<file path="src/sv/tmp3_pkg.sv">
// Shared types and constants of the chained 3x3 matrix product.
// No dependencies; compiled before every other file of the block.
package tmp3_pkg;

  localparam int unsigned ElemW = 32;
  localparam int unsigned PosW  = 4;
  localparam int unsigned AccW  = 64;

  typedef enum logic [2:0] {
    StLoad,
    StPass1,
    StDrain1,
    StPass2,
    StDrain2,
    StEmitRd,
    StEmit
  } state_e;

  // Commands from the controller to the datapath
  typedef struct packed {
    logic load;        // write input element to operand store
    logic issue;       // start one multiply-accumulate
    logic phase2;      // issue belongs to the second product
    logic first;       // first term of a dot product
    logic last;        // last term of a dot product
    logic out_read;    // read a result element for output
    logic clear_clamp; // new run: clear sticky saturation flag
  } cmd_t;

endpackage

</file>
<file path="src/sv/tmp3_datapath.sv">
// Datapath: operand and intermediate stores, shared multiplier, saturating
// accumulator and scaling. Depends on tmp3_pkg.
module tmp3_datapath #(
  parameter int DIM       = 3,
  parameter int FRAC_BITS = 16,
  localparam int MatSize  = DIM * DIM,
  localparam int LoadTot  = 3 * MatSize,
  localparam int AW       = $clog2(LoadTot),
  localparam int MW       = $clog2(MatSize)
) (
  input  logic                              clk_i,
  input  logic                              rst_ni,
  input  tmp3_pkg::cmd_t                    cmd_i,
  input  logic [AW-1:0]                     ld_addr_i,
  input  logic [AW-1:0]                     a_addr_i,
  input  logic [AW-1:0]                     b_addr_i,
  input  logic [MW-1:0]                     t_addr_i,
  input  logic [MW-1:0]                     dst_addr_i,
  input  logic signed [tmp3_pkg::ElemW-1:0] in_data_i,
  output logic signed [tmp3_pkg::ElemW-1:0] out_data_o,
  output logic                              clamped_o,
  output logic                              busy_o
);
  import tmp3_pkg::*;

  localparam logic signed [AccW-1:0]  AccMax  = {1'b0, {(AccW-1){1'b1}}};
  localparam logic signed [AccW-1:0]  AccMin  = {1'b1, {(AccW-1){1'b0}}};
  localparam logic signed [ElemW-1:0] ElemMax = {1'b0, {(ElemW-1){1'b1}}};
  localparam logic signed [ElemW-1:0] ElemMin = {1'b1, {(ElemW-1){1'b0}}};

  logic signed [ElemW-1:0] opnd_mem [LoadTot];
  logic signed [ElemW-1:0] inter_mem [MatSize];

  logic signed [ElemW-1:0] rdata_a_q, rdata_b_q, rdata_t_q;
  logic                    rd_en;

  // stage 1: read data, stage 2: product, stage 3: accumulator
  logic          v1_q, v2_q, v3_q;
  logic          ph1_q, ph2_q, ph3_q;
  logic          first1_q, first2_q;
  logic          last1_q, last2_q;
  logic [MW-1:0] dst1_q, dst2_q, dst3_q;

  logic signed [AccW-1:0] prod_q, acc_q, acc_d;
  logic signed [ElemW-1:0] mul_x;
  logic signed [AccW:0]    sum_wide;
  logic                    acc_ovf;
  logic signed [AccW-1:0]  scaled;
  logic                    scale_ovf;
  logic signed [ElemW-1:0] res_val;
  logic                    res_we;
  logic                    clamp_q;

  logic                    opnd_we;
  logic [AW-1:0]           opnd_waddr;
  logic signed [ElemW-1:0] opnd_wdata;

  assign rd_en = cmd_i.issue | cmd_i.out_read;

  // Result of the first product goes to the intermediate store, the final
  // product overwrites the dead A region of the operand store.
  assign res_we     = v3_q;
  assign opnd_we    = cmd_i.load | (res_we & ph3_q);
  assign opnd_waddr = cmd_i.load ? ld_addr_i : AW'(dst3_q);
  assign opnd_wdata = cmd_i.load ? in_data_i : res_val;

  always_ff @(posedge clk_i) begin
    if (opnd_we) begin
      opnd_mem[opnd_waddr] <= opnd_wdata;
    end
    if (res_we && !ph3_q) begin
      inter_mem[dst3_q] <= res_val;
    end
    if (rd_en) begin
      rdata_a_q <= opnd_mem[a_addr_i];
      rdata_b_q <= opnd_mem[b_addr_i];
      rdata_t_q <= inter_mem[t_addr_i];
    end
  end

  always_ff @(posedge clk_i or negedge rst_ni) begin
    if (!rst_ni) begin
      v1_q    <= 1'b0;
      v2_q    <= 1'b0;
      v3_q    <= 1'b0;
      clamp_q <= 1'b0;
    end else begin
      v1_q <= cmd_i.issue;
      v2_q <= v1_q;
      v3_q <= v2_q & last2_q;
      if (cmd_i.clear_clamp) begin
        clamp_q <= 1'b0;
      end else if (acc_ovf || (v3_q && scale_ovf)) begin
        clamp_q <= 1'b1;
      end
    end
  end

  assign mul_x = ph1_q ? rdata_t_q : rdata_a_q;

  always_ff @(posedge clk_i) begin
    if (cmd_i.issue) begin
      ph1_q    <= cmd_i.phase2;
      first1_q <= cmd_i.first;
      last1_q  <= cmd_i.last;
      dst1_q   <= dst_addr_i;
    end
    if (v1_q) begin
      prod_q   <= AccW'(mul_x) * AccW'(rdata_b_q);
      ph2_q    <= ph1_q;
      first2_q <= first1_q;
      last2_q  <= last1_q;
      dst2_q   <= dst1_q;
    end
    if (v2_q) begin
      acc_q  <= acc_d;
      ph3_q  <= ph2_q;
      dst3_q <= dst2_q;
    end
  end

  // Saturating accumulate: overflow when the two top bits of the sum differ
  always_comb begin
    sum_wide = {acc_q[AccW-1], acc_q} + {prod_q[AccW-1], prod_q};
    acc_ovf  = 1'b0;
    if (first2_q) begin
      acc_d = prod_q;
    end else if (sum_wide[AccW] != sum_wide[AccW-1]) begin
      acc_d   = sum_wide[AccW] ? AccMin : AccMax;
      acc_ovf = v2_q;
    end else begin
      acc_d = sum_wide[AccW-1:0];
    end
  end

  // Arithmetic shift rounds towards minus infinity, then clamp to 32 bits
  always_comb begin
    scaled    = acc_q >>> FRAC_BITS;
    scale_ovf = !((&scaled[AccW-1:ElemW-1]) || !(|scaled[AccW-1:ElemW-1]));
    if (scale_ovf) begin
      res_val = scaled[AccW-1] ? ElemMin : ElemMax;
    end else begin
      res_val = scaled[ElemW-1:0];
    end
  end

  assign out_data_o = rdata_a_q;
  assign clamped_o  = clamp_q;
  assign busy_o     = v1_q | v2_q | v3_q;

  a_no_load_during_writeback: assert property (@(posedge clk_i) disable iff (!rst_ni)
    !(cmd_i.load && (v1_q || v2_q || v3_q)))
    else $error("input load while the pipeline holds work");

  a_writeback_from_last_term: assert property (@(posedge clk_i) disable iff (!rst_ni)
    v3_q |-> $past(v2_q) && $past(last2_q))
    else $error("result written without a completed dot product");

  a_read_not_during_load: assert property (@(posedge clk_i) disable iff (!rst_ni)
    !(cmd_i.load && rd_en))
    else $error("store read while loading");
endmodule

</file>
<file path="config.mk">
export PLATFORM = sky130hd
export DESIGN_NAME = tmp3_datapath
export DESIGN_NICKNAME = d
export VERILOG_FILES = /design/src/sv/tmp3_pkg.sv /design/src/sv/tmp3_datapath.sv
export SDC_FILE = /design/constraint.sdc
export NUM_CORES = 2
export LEC_CHECK = 0
export BUFFER_PORTS_ARGS = -buffer_cell sky130_fd_sc_hd__buf_4
export CORE_MARGIN = 1
export CORE_UTILIZATION = 30
export DETAILED_ROUTE_END_ITERATION = 6
export SYNTH_ARGS = -nofsm -noshare
export SYNTH_HDL_FRONTEND = slang
export SYNTH_SLANG_ARGS = --single-unit
</file>
<file path="constraint.sdc">
create_clock -name clk_i -period 8.2 [get_ports clk_i]
set_input_delay 0.41 -clock clk_i [delete_from_list [all_inputs] [get_ports clk_i]]
set_output_delay 0.41 -clock clk_i [all_outputs]
set_load 0.02 [all_outputs]
</file>
==> results.sh <==
export IMPL_drt_vias_per_instance=5.02
export IMPL_die_h_um=580
export IMPL_timing_hold_violations_final=0
export IMPL_worst_slew_pin_slew_ns=1.08
export IMPL_cp_slowest_stage_delay_ns=0.56
export IMPL_die_w_um=580
export IMPL_clock_path_buffers=3
export IMPL_ys_types=79
export IMPL_synth_edff_count=1395
export IMPL_htreeDepth=4
export IMPL_io_buffers=97
export IMPL_crit_path_start_kind="flip-flop"
export IMPL_gr_total_overflow=0
export IMPL_clock_fmax_mhz=115
export IMPL_drtIter0Drc=5137
export IMPL_layout_commonest_cell="edfxtp_1"
export IMPL_period_needed_ns=8.68
export IMPL_critPathSlowestCell="fa_1"
export IMPL_yosys_warnings=0
export IMPL_placed_cell_area_um2=109000
export IMPL_whs_ns=0.291
export IMPL_worst_slack_ns=-0.481
export IMPL_min_path_type="primary input to flip-flop"
export IMPL_critPathArrivalTime_ns=9.21
export IMPL_io_pins=98
export IMPL_drv_slew=0
export IMPL_post_route_period_util_pct=106
export IMPL_final_cell_mix="edfxtp_1, fa_1, inv_1"
export IMPL_numCtsBuffers=141
export IMPL_status="finished with violations"
export IMPL_start_util_pct=30.2
export IMPL_place_congestion=0.895
export IMPL_cts_sinks=1399
export IMPL_grt_max_degree=137
export IMPL_end_kind="flip-flop"
export IMPL_rsz0062_at_grt="yes"
export IMPL_finalWirelength_mm=282
export IMPL_grt_pass1_vias=66516
export IMPL_synth_flop_cell="edfxtp_1"
export IMPL_cts_tree="built"
export IMPL_grtUsageTotal_pct=16.8
export IMPL_setup_worst_path_class="flip-flop to flip-flop"
export IMPL_drc=0
export IMPL_area_growth_syn_to_layout_pct=15.3
export IMPL_nNetsFinal=9216
export IMPL_required_ns=8.73
export IMPL_syn_avg_cell_area_um2=13.4
export IMPL_synth_area_um2=100000
export IMPL_crit_top_cell="fa_1"
export IMPL_slew_headroom_pct=28.2
export IMPL_syn_num_nets=8860
export IMPL_ys_ff_latch=1399
export IMPL_rows=211
export IMPL_skew_ns=0.0198
export IMPL_synth_seq_area_share_pct=41.9
export IMPL_drive_gt1_share_pct=21.6
export IMPL_hpwlAfterDp_mm=198
export IMPL_syn_inst=7465
export IMPL_cp_max_fo=8
export IMPL_dieArea_um2=337000
export IMPL_placedCellCount=11966
export IMPL_drt_pass1_iter_count=5
export IMPL_clk_latency_ns=0.77
export IMPL_root_buffer="clkbuf_16"
export IMPL_maxCapViolations=0
export IMPL_core_area_um2=332000
export IMPL_wire_per_inst_um=22.9
export IMPL_stdcell_count=12298
export IMPL_synthArstFlopShare_pct=0.286
export IMPL_antenna_found_initial=18
export IMPL_violations="negative setup slack"
export IMPL_grt_pass1_wl_mm=427
export IMPL_vias=61684
export IMPL_drtAntennaViolNets=0
export IMPL_finalSetupViolCount=19
export IMPL_clk_pin_slew_worst_paths_ns=0.06
export IMPL_final_area_um2=116000
[cells by family after synthesis]
family | count (synthesis) | share of synthesized area (%)
buf+inv | 1475 | 5.59
simple gates | 1663 | 8.03
mux | 803 | 14.6
fa+ha+maj | 1332 | 24.7
flops | 1399 | 41.9
xor+xnor | 130 | 1.14
compound gates | 663 | 4.09
[per-layer routing]
layer | global-route usage [%] | vias to the layer above | part of all wire, %
li1 | - | 26298 | -
met1 | 21.3 | 32771 | 40
met2 | 29.2 | 2185 | 50
met3 | 2.22 | 420 | 6.2
met4 | 6.08 | 10 | 3.8
met5 | 0 | - | 0.019
[through the flow]
step           TNS [ns]  setup WS (ns)  utilization [%]
2_1_floorplan   -0.0136        -0.0136                -
3_3_place_gp     -11.42         -0.834             33.0
3_5_place_dp     -12.19         -0.875             33.0
4_1_cts           -5.61         -0.515             34.6
5_1_grt           -9.67         -0.707             34.9
6_report          -4.68         -0.481             34.9
[cell usage after synthesis (9+ instances only)]
master | instances | share of area [%]
edfxtp_1 | 1395 | 42
fa_1 | 1083 | 22
inv_1 | 1043 | 3.9
nand2_1 | 807 | 3.0
mux4_2 | 512 | 11
and2_1 | 505 | 3.2
clkbuf_1 | 352 | 1.3
ha_1 | 248 | 3.1
o21ai_0 | 230 | 1.1
a21oi_1 | 163 | 0.81
mux2i_1 | 161 | 1.6
nor2_1 | 134 | 0.50
mux2_2 | 130 | 1.5
a21o_1 | 115 | 0.86
xnor2_1 | 86 | 0.75
nor2b_1 | 68 | 0.42
buf_1 | 63 | 0.24
xor2_1 | 44 | 0.38
nand3_1 | 25 | 0.12
nand2b_1 | 21 | 0.13
nand4_1 | 21 | 0.13
nor3_1 | 20 | 0.10
o21bai_1 | 19 | 0.14
and3_1 | 16 | 0.10
o21a_1 | 14 | 0.10
o21ai_1 | 14 | 0.070
a31oi_1 | 13 | 0.081
or2_2 | 13 | 0.081
buf_2 | 9 | 0.045
or3_1 | 9 | 0.056
[final timing paths]
path | from | endpoint | slack (ns) | cells after the start
setup / recovery | ph1_q | prod_q[57] | -0.48 | 31
hold / removal | t_addr_i[3] | rdata_t_q[1] | 0.29 | 2
setup reg to reg | ph1_q | prod_q[57] | -0.48 | 31
hold reg to reg | dst1_q[0] | dst2_q[0] | 0.42 | 0
max in group asynchronous | rst_ni | v2_q | 7.44 | 3
min in group asynchronous | rst_ni | clamped_o | 0.55 | 3
[registers in the layout, summed over array words and instances (netlist names), 4 cells and up]
signal	cells
dst3_q	4
dst2_q	4
dst1_q	4
opnd_mem	864
rdata_t_q	32
out_data_o	32
prod_q	64
acc_q	64
inter_mem	288
rdata_b_q	32
[worst max-delay path, delay by kind of cell (launching register included)]
kind,cells,cell delay (ns)
adders and majority gates,9,4.31
buffers and inverters,8,1.23
DFF,1,0.43
muxes,1,0.36
and+or+nand+nor,6,0.71
AOI/OAI and AO/OA,6,1.24
xor gates and xnor gates,1,0.12
[area by class of cell]
class                           count  area [um2]
Inverter                         1043        3920
Antenna cell                        5        12.5
Clock inverter                     80         757
Sequential cell                  1399       42000
Multi-Input combinational cell   4593       53900
Tap cell                         4366        5460
Fill cell                       31709      216000
Clock buffer                      169        3650
Timing Repair Buffer              643        5940
[what timing repair did]
action	CTS	global route
gates cloned	6	1
pin swaps	67	66
hold buffers	11	0
gates resized for setup	145	141
endpoints found under the setup margin	24	32
setup buffers	40	27
endpoints found under the hold margin	20	0
Power is not shown: default switching activity piles up to over one toggle a cycle in this logic, so the estimate is an artifact.
