### src/sv/tmp3_pkg.sv
// Shared types and constants of the chained 3x3 matrix product.
// No dependencies; compiled before every other file of the block.
package tmp3_pkg;

  localparam int unsigned ElemW = 32;
  localparam int unsigned PosW  = 4;
  localparam int unsigned AccW  = 64;

  typedef enum logic [2:0] {
    StLoad,
    StPass1,
    StDrain1,
    StPass2,
    StDrain2,
    StEmitRd,
    StEmit
  } state_e;

  // Commands from the controller to the datapath
  typedef struct packed {
    logic load;        // write input element to operand store
    logic issue;       // start one multiply-accumulate
    logic phase2;      // issue belongs to the second product
    logic first;       // first term of a dot product
    logic last;        // last term of a dot product
    logic out_read;    // read a result element for output
    logic clear_clamp; // new run: clear sticky saturation flag
  } cmd_t;

endpackage

### src/sv/tmp3_ctrl.sv
// Controller: sequences loading, the two matrix products and result output.
// Depends on tmp3_pkg; drives tmp3_datapath through cmd_t and address lines.
module tmp3_ctrl #(
  parameter int DIM      = 3,
  localparam int MatSize = DIM * DIM,
  localparam int LoadTot = 3 * MatSize,
  localparam int AW      = $clog2(LoadTot),
  localparam int MW      = $clog2(MatSize),
  localparam int IW      = $clog2(DIM)
) (
  input  logic                          clk_i,
  input  logic                          rst_ni,
  input  logic                          in_valid_i,
  output logic                          in_ready_o,
  output logic                          out_valid_o,
  input  logic                          out_ready_i,
  output logic [tmp3_pkg::PosW-1:0]     out_pos_o,
  output logic                          out_last_o,
  input  logic                          busy_i,
  output tmp3_pkg::cmd_t                cmd_o,
  output logic [AW-1:0]                 ld_addr_o,
  output logic [AW-1:0]                 a_addr_o,
  output logic [AW-1:0]                 b_addr_o,
  output logic [MW-1:0]                 t_addr_o,
  output logic [MW-1:0]                 dst_addr_o
);
  import tmp3_pkg::*;

  state_e        state_q, state_d;
  logic [AW-1:0] ld_cnt_q, ld_cnt_d;
  logic [IW-1:0] r_q, r_d, c_q, c_d, k_q, k_d;
  logic [MW-1:0] i_q, i_d;
  logic          in_xfer, out_xfer;
  logic          k_end, c_end, r_end, i_end;
  logic [31:0]   pos_wide;

  assign k_end = (k_q == IW'(DIM - 1));
  assign c_end = (c_q == IW'(DIM - 1));
  assign r_end = (r_q == IW'(DIM - 1));
  assign i_end = (i_q == MW'(MatSize - 1));

  assign in_xfer  = in_valid_i & in_ready_o;
  assign out_xfer = out_valid_o & out_ready_i;

  always_ff @(posedge clk_i or negedge rst_ni) begin
    if (!rst_ni) begin
      state_q  <= StLoad;
      ld_cnt_q <= '0;
      r_q      <= '0;
      c_q      <= '0;
      k_q      <= '0;
      i_q      <= '0;
    end else begin
      state_q  <= state_d;
      ld_cnt_q <= ld_cnt_d;
      r_q      <= r_d;
      c_q      <= c_d;
      k_q      <= k_d;
      i_q      <= i_d;
    end
  end

  always_comb begin
    state_d     = state_q;
    ld_cnt_d    = ld_cnt_q;
    r_d         = r_q;
    c_d         = c_q;
    k_d         = k_q;
    i_d         = i_q;
    cmd_o       = '0;
    in_ready_o  = 1'b0;
    out_valid_o = 1'b0;
    ld_addr_o   = ld_cnt_q;
    a_addr_o    = AW'(r_q) * AW'(DIM) + AW'(k_q);
    b_addr_o    = AW'(MatSize) + AW'(k_q) * AW'(DIM) + AW'(c_q);
    t_addr_o    = MW'(r_q) * MW'(DIM) + MW'(k_q);
    dst_addr_o  = MW'(r_q) * MW'(DIM) + MW'(c_q);

    unique case (state_q)
      StLoad: begin
        in_ready_o = 1'b1;
        if (in_xfer) begin
          cmd_o.load = 1'b1;
          if (ld_cnt_q == AW'(LoadTot - 1)) begin
            ld_cnt_d          = '0;
            cmd_o.clear_clamp = 1'b1;
            state_d           = StPass1;
          end else begin
            ld_cnt_d = ld_cnt_q + 1'b1;
          end
        end
      end
      StPass1, StPass2: begin
        cmd_o.issue  = 1'b1;
        cmd_o.phase2 = (state_q == StPass2);
        cmd_o.first  = (k_q == '0);
        cmd_o.last   = k_end;
        if (state_q == StPass2) begin
          b_addr_o = AW'(2 * MatSize) + AW'(k_q) * AW'(DIM) + AW'(c_q);
        end
        // k runs fastest, then column, then row; all wrap to zero at the end
        k_d = k_end ? '0 : k_q + 1'b1;
        if (k_end) begin
          c_d = c_end ? '0 : c_q + 1'b1;
          if (c_end) begin
            r_d = r_end ? '0 : r_q + 1'b1;
            if (r_end) begin
              state_d = (state_q == StPass1) ? StDrain1 : StDrain2;
            end
          end
        end
      end
      StDrain1: begin
        if (!busy_i) begin
          state_d = StPass2;
        end
      end
      StDrain2: begin
        if (!busy_i) begin
          state_d = StEmitRd;
        end
      end
      StEmitRd: begin
        cmd_o.out_read = 1'b1;
        a_addr_o       = AW'(i_q);
        state_d        = StEmit;
      end
      StEmit: begin
        out_valid_o = 1'b1;
        if (out_xfer) begin
          if (i_end) begin
            i_d     = '0;
            state_d = StLoad;
          end else begin
            // prefetch the next element into the output register
            i_d            = i_q + 1'b1;
            cmd_o.out_read = 1'b1;
            a_addr_o       = AW'(i_q) + 1'b1;
          end
        end
      end
      default: begin
        state_d = StLoad;
      end
    endcase
  end

  assign pos_wide   = 32'(i_q);
  assign out_pos_o  = pos_wide[PosW-1:0];
  assign out_last_o = i_end;

  a_one_side_at_a_time: assert property (@(posedge clk_i) disable iff (!rst_ni)
    !(in_ready_o && out_valid_o))
    else $error("input and output open together");

  a_emit_after_drain: assert property (@(posedge clk_i) disable iff (!rst_ni)
    (state_q == StEmitRd) |-> !busy_i)
    else $error("output started before the datapath drained");

  a_ready_after_last: assert property (@(posedge clk_i) disable iff (!rst_ni)
    (out_xfer && out_last_o) |=> in_ready_o && (ld_cnt_q == '0))
    else $error("block not reloading after the final result");

  a_issue_only_in_pass: assert property (@(posedge clk_i) disable iff (!rst_ni)
    cmd_o.issue |-> !busy_i || $past(cmd_o.issue))
    else $error("multiply issued into a draining pipeline");
endmodule

### config.mk
export PLATFORM = sky130hd
export DESIGN_NAME = tmp3_ctrl
export DESIGN_NICKNAME = d
export VERILOG_FILES = /design/src/sv/tmp3_pkg.sv /design/src/sv/tmp3_ctrl.sv
export SDC_FILE = /design/constraint.sdc
export NUM_CORES = 1
export LEC_CHECK = 0
export ABC_AREA = 1
export BUFFER_PORTS_ARGS = -buffer_cell sky130_fd_sc_hd__buf_2
export CORE_ASPECT_RATIO = 1.1
export CORE_MARGIN = 5
export CORE_UTILIZATION = 45
export DETAILED_ROUTE_END_ITERATION = 8
export PLACE_DENSITY_LB_ADDON = 0.3
export SYNTH_ARGS = -nofsm -noshare
export SYNTH_HDL_FRONTEND = slang
export SYNTH_SLANG_ARGS = --single-unit
### constraint.sdc
create_clock -name clk_i -period 2.7 [get_ports clk_i]
set_clock_uncertainty 0.2 [all_clocks]
set_input_delay 0.54 -clock clk_i [delete_from_list [all_inputs] [get_ports clk_i]]
set_output_delay 0.54 -clock clk_i [all_outputs]
set_load 0.05 [all_outputs]
==> results of run 1 <==
==> logic make-up (layout without fill, tap and decap cells) <==
group                    after synthesis  after routing
AND/OR/NAND/NOR                      119            119
buffers and inverters                 40            100
adder cells (fa/ha/maj)               32             32
AO/OA/AOI/OAI                         24             24
flip-flops                            18             18
XOR/XNOR                               8              8
==> worst paths after layout <==
path | slack [ns] | from | endpoint | cells past startpoint
worst min-delay path | 0.02 | rst_ni | out_pos_o[2] | 1
min in group clk_i | 0.38 | ld_addr_o[1] | ld_addr_o[1] | 2
max in group asynchronous | 1.95 | rst_ni | state_q[1] | 1
worst max-delay path | -0.37 | r_q[0] | a_addr_o[2] | 8
worst max register to register | 0.94 | k_q[0] | state_q[0] | 9
worst min register to register | 0.38 | ld_addr_o[1] | ld_addr_o[1] | 2
==> cells in the mapped netlist, types with 5 or more instances <==
library cell and number:
nand2_1 58, inv_1 31, ha_1 26, nand3_1 19, dfrtp_1 18, nor2_1 15
o21ai_0 11, xor2_1 7, a21oi_1 6, fa_1 6, nand2_2 6, nand4_1 5
==> flip-flops by register name, summed over array words and instances (netlist names) <==
| signal | flops |
|---|---|
| c_q | 2 |
| r_q | 2 |
| out_pos_o | 4 |
| k_q | 2 |
| ld_addr_o | 5 |
| state_q | 3 |
==> stage by stage <==
stage                     utilization [%]  cell area (sq um)  hold slack [ns]  TNS [ns]  instances
after floorplan                         -               1980           0.0444    -0.263        241
after global placement               58.2               2330            0.299    -0.372        346
after detailed placement             58.2               2330            0.308    -0.665        346
after CTS                            61.9               2470           0.0313     -2.15        351
after global routing                 63.3               2530           0.0509     -2.76        353
final                                63.3               2530           0.0160     -1.77        353
==> cell type report <==
cell class                      instances  area [sq um]
Inverter                               37           149
Timing Repair Buffer                   59           414
Multi-Input combinational cell        183          1390
Fill cell                             353          1470
Clock buffer                            4          55.1
Tap cell                               52          65.1
Sequential cell                        18           458
==> worst reg2reg max path, cell delays in order (launching register included) <==
cell,delay (ns)
dfrtp_2,0.46
inv_2,0.11
buf_4,0.14
ha_1,0.21
nand4_1,0.13
nand2_2,0.11
nand2_2,0.07
nor2_2,0.12
nand2_1,0.08
nand2_1,0.06
==> metal layers <==
layer | up-vias | GRT usage (%)
li1 | 890 | -
met1 | 819 | 20.5
met2 | 42 | 29.3
met3 | 2 | 2.71
met4 | 0 | 3.76
met5 | - | 0
==> what timing repair did <==
action	4_1_cts	5_1_grt
pin swaps	2	0
gates resized for setup	26	15
setup buffers	1	2
setup endpoints to repair	12	14
==> flow_metrics.py, run 1 <==
metrics = {
    "run_status": {
        "status": "finished with violations",
        "violations": "setup timing",
    },
    "logic_synthesis": {
        "synthMuxAreaShare_pct": 0,
        "synth_edf_count": 0,
        "synth_xor_area_share_pct": 3.73,
        "synthDistinctLibCells": 27,
        "yosys-top-cells-area": "dfrtp_1 (24%), ha_1 (17%), nand2_1 (12%), fa_1 (6.4%), inv_1 (6.2%)",
        "synth_top_area_share_pct": 24.0,
        "async_flop_share_pct": 100,
        "synth_top_family_by_area": "simple AND/OR/NAND/NOR gates",
        "synth-compound-area-share_pct": 6.85,
        "synth-seq-cells": 18,
        "synth_adder_area_share_pct": 23.7,
        "synth-simple-area-share_pct": 32.3,
        "yosysSeqAreaShare_pct": 24.0,
        "synth_flop_cell": "dfrtp_1",
        "synth.avg_cell_area_sq_um": 7.80,
        "syn_area_sq_um": 1880,
        "yosysTopAreaCell": "dfrtp_1",
        "yosys_warnings": 0,
        "syn_nets": 278,
        "syn_inst": 241,
    },
    "detailed_routing": {
        "wl_per_cell_um": 12.4,
        "drc": 0,
        "wl_met1_um": 1930,
        "wl_met3_um": 196,
        "drt_iter0_drc": 89,
        "antenna_left": 0,
        "maxUsedRoutingLayer": "met4",
        "drt_wl_total_um": 4360,
        "avgViaCountPerCell": 4.97,
        "drtPass1Iterations": 4,
        "wl_met2_um": 2210,
        "vias": 1753,
    },
    "global_routing": {
        "overflow": 0,
        "antenna_found_initial": 0,
        "grt_max_degree": 19,
        "grtUsageTotal_pct": 16.4,
        "grt_pass1_wl_um": 7560,
        "grt_pass1_vias": 1706,
    },
    "clocking": {
        "clockRootBuffer": "clkbuf_8",
        "cts_buffers": 3,
        "tritoncts": "yes",
        "clk_pin_slew_ns": 0.08,
        "cts.sinks": 18,
        "h-tree-depth": 1,
        "cts_hold_buf": 0,
        "cts_buffer_depth": 2,
        "clock_latency_ns": 0.25,
    },
    "die": {
        "rows": 24,
        "die-area_sq_um": 5570,
        "ios": 42,
        "core_area_sq_um": 3990,
        "die_h_um": 77.8,
        "start_util_pct": 47.1,
        "die_w_um": 71.6,
    },
    "setup_path": {
        "crit_arrival_ns": 2.33,
        "worst-path-buf-inv": 2,
        "worstSetupPathType": "reg -> out",
        "end_kind": "output pin",
        "start_kind": "register",
        "cp_cell_sequence": "fa_1 -> ha_2 -> fa_2 -> nand3_1 -> o21ai_1 -> inv_1 -> nand2_4 -> buf_8",
        "max_stage_delay_ns": 0.53,
        "worstPathRequired_ns": 1.96,
        "critPathTopFamily": "adder cells",
        "crit_fanout": 2,
        "cp_slowest_cell": "fa_2",
    },
    "timing": {
        "worst_slack_ns": -0.369,
        "worst_pin_slew_ns": 0.433,
        "rsz0062_at_grt": "yes",
        "setup_violations": 9,
        "relSlewSlack_pct": 71.1,
        "hold_violations": 0,
        "period_share_pct": 114,
        "fmax_ghz": 0.326,
        "finalMaxSlewViolations": 0,
        "fin_crit_ns": 3.07,
    },
    "hold_path": {
        "hp-class": "in -> async",
    },
    "place": {
        "place_ws_ns": -0.202,
        "port_buffers": 41,
        "hpwl_um": 3500,
        "place.gp.congestion": 0.810,
    },
    "final_layout": {
        "insertedDiodeCount": 0,
        "drive_above_1_share_pct": 41.2,
        "area_growth_pct": 34.5,
        "final_cell_mix": "nand2_1 (53), buf_2 (28), inv_1 (24)",
        "fin_nets": 339,
        "layout_commonest_cell": "nand2_1",
    },
    "flow_run": {
        "drv_cap": 0,
    },
}
Power of run 1 is not shown: default switching activity piles up to over one toggle a cycle in this logic, so the estimate is an artifact.
==> inputs of run 2 (changes only) <==
==> constraint.sdc (replaced) <==
create_clock -name clk_i -period 3.4 [get_ports clk_i]
set_clock_uncertainty 0.2 [all_clocks]
set_input_delay 0.17 -clock clk_i [delete_from_list [all_inputs] [get_ports clk_i]]
set_output_delay 0.17 -clock clk_i [all_outputs]
set_load 0.05 [all_outputs]
==> run 2 against run 1 <==
The flow now finishes without violations. Cell area is 14% lower. Sequential share of layout area is 2.5 points higher. Critical path depth stayed put. Flip-flop and latch count stayed put. Utilization is 8.7 points lower. Via count is 6.3% lower. Routed wire length is 6.6% lower. Hold slack better by 0.027 ns. Register-to-register slack better by 0.70 ns. Critical path type unchanged. Largest cell class unchanged.
==> flow_metrics.py, run 2 (synthesized netlist as in run 1, its figures left out) <==
metrics = {
    "run_status": {
        "status": "finished, final reports clean",
    },
    "detailed_routing": {
        "drc": 0,
        "wl_per_cell_um": 12.1,
        "wl_met2_um": 1930,
        "wl_met3_um": 176,
        "drt_wl_total_um": 4070,
        "antenna_left": 0,
        "maxUsedRoutingLayer": "met4",
        "avgViaCountPerCell": 4.89,
        "drt_iter0_drc": 103,
        "wl_met1_um": 1910,
        "drtPass1Iterations": 4,
        "vias": 1643,
    },
    "clocking": {
        "h-tree-depth": 1,
        "clk_pin_slew_ns": 0.08,
        "clock_latency_ns": 0.26,
        "clockRootBuffer": "clkbuf_8",
        "cts_buffer_depth": 2,
        "tritoncts": "yes",
        "cts_buffers": 3,
        "cts.sinks": 18,
    },
    "timing": {
        "relSlewSlack_pct": 70.5,
        "hold_violations": 0,
        "hold_slack_ns": 0.0428,
        "worst_pin_slew_ns": 0.442,
        "setup_violations": 0,
        "finalSetupTns_ns": 0,
        "worst_slack_ns": 0.489,
        "fin_crit_ns": 2.91,
        "period_share_pct": 85.6,
        "fmax_ghz": 0.343,
        "rsz0062_at_grt": "no",
        "finalMaxSlewViolations": 0,
    },
    "hold_path": {
        "worstHoldPathCells": 4,
        "hp-class": "in -> reg",
    },
    "setup_path": {
        "start_kind": "register",
        "worstPathRequired_ns": 3.03,
        "rrSetupSlack_ns": 1.64,
        "end_kind": "output pin",
        "max_stage_delay_ns": 0.53,
        "path_depth": 8,
        "crit_arrival_ns": 2.54,
        "cp_cell_sequence": "fa_1 -> ha_1 -> fa_1 -> nand3_1 -> o21ai_0 -> inv_1 -> nand2_1 -> buf_2",
        "r2r_cells": 8,
        "crit_fanout": 7,
        "crit_top_cell": "fa_1",
        "worstSetupPathType": "reg -> out",
        "critPathTopFamily": "adder cells",
        "worst-path-buf-inv": 2,
        "cp_slowest_cell": "fa_1",
    },
    "die": {
        "die_w_um": 71.6,
        "ios": 42,
        "core_area_sq_um": 3990,
        "die-area_sq_um": 5570,
        "start_util_pct": 47.1,
        "rows": 24,
        "die_h_um": 77.8,
    },
    "final_layout": {
        "insertedDiodeCount": 0,
        "layout_commonest_cell": "nand2_1",
        "fillers": 383,
        "seq_area_sq_um": 450,
        "fin_nets": 322,
        "drive_above_1_share_pct": 25.0,
        "area_growth_pct": 16.0,
        "fin_area_sq_um": 2180,
        "final_cell_mix": "nand2_1 (58), buf_2 (41), inv_1 (31)",
        "largest_reg_flops": 5,
        "multi_input_area_sq_um": 1250,
    },
    "place": {
        "hpwl_um": 3250,
        "port_buffers": 41,
        "placed_area_sq_um": 2120,
        "place.gp.congestion": 0.883,
        "place_ws_ns": 0.763,
    },
    "global_routing": {
        "overflow": 0,
        "grt_max_degree": 19,
        "grt_pass1_vias": 1622,
        "grt_pass1_wl_um": 7200,
        "grtUsageTotal_pct": 15.8,
        "antenna_found_initial": 0,
    },
    "flow_run": {
        "drv_cap": 0,
    },
}
run 2: cell count changes in the layout (fill, tap and decap cells not counted), moves of 4 or more:
cell,delta
buf_4,-22
buf_2,+13
inv_1,+7
dfrtp_1,+6
dfrtp_2,-6
inv_2,-6
buf_6,-5
nand2_1,+5
fa_1,+4
fa_2,-4
ha_1,+4
run 2: cell type report:
| class | instances | share of cell area (%) |
|---|---|---|
| multi-input cells | 183 | 57.3 |
| flip-flops and latches | 18 | 20.6 |
| repair buffers | 42 | 9.86 |
| inverters | 37 | 6.65 |
| well taps | 52 | 2.98 |
| clock buffers | 4 | 2.52 |
run 2: repair_timing:
action | in CTS | in global routing
buffers inserted | 0 | 0
gates resized for setup | 0 | 0
hold buffers | 1 | 0
hold endpoints to repair | 18 | 0
run 2: path summary, 6_finish.rpt:
path                              start            to
max in group asynchronous        rst_ni        c_q[0]
min                          in_valid_i  ld_addr_o[1]
min reg2reg                ld_addr_o[1]  ld_addr_o[1]
max reg2reg                      k_q[0]    state_q[2]
max                              r_q[1]   a_addr_o[2]
min in group asynchronous        rst_ni  out_pos_o[2]
run 2: routing by layer:
| metal | track usage [%] | up-vias |
|---|---|---|
| li1 | - | 854 |
| met2 | 26.2 | 37 |
| met3 | 2.84 | 6 |
| met1 | 20.3 | 746 |
| met5 | 0 | - |
| met4 | 5.64 | 0 |
run 2: per-stage QoR:
step	cells	util, %
finish	336	54.6
CTS	336	54.6
global placement	331	53.0
global route	336	54.6
floorplan	241	-
detailed placement	331	53.0
run 2: worst reg2reg max path, stage by stage, from the launching register on:
cell and delay (ns):
dfrtp_1 0.47, inv_1 0.20, ha_1 0.26, nand4_1 0.13, nand2_2 0.11, nand2_2 0.07
nor2_2 0.12, nand2_1 0.07, nand2_1 0.06
Power of run 2 is left out for the same reason.
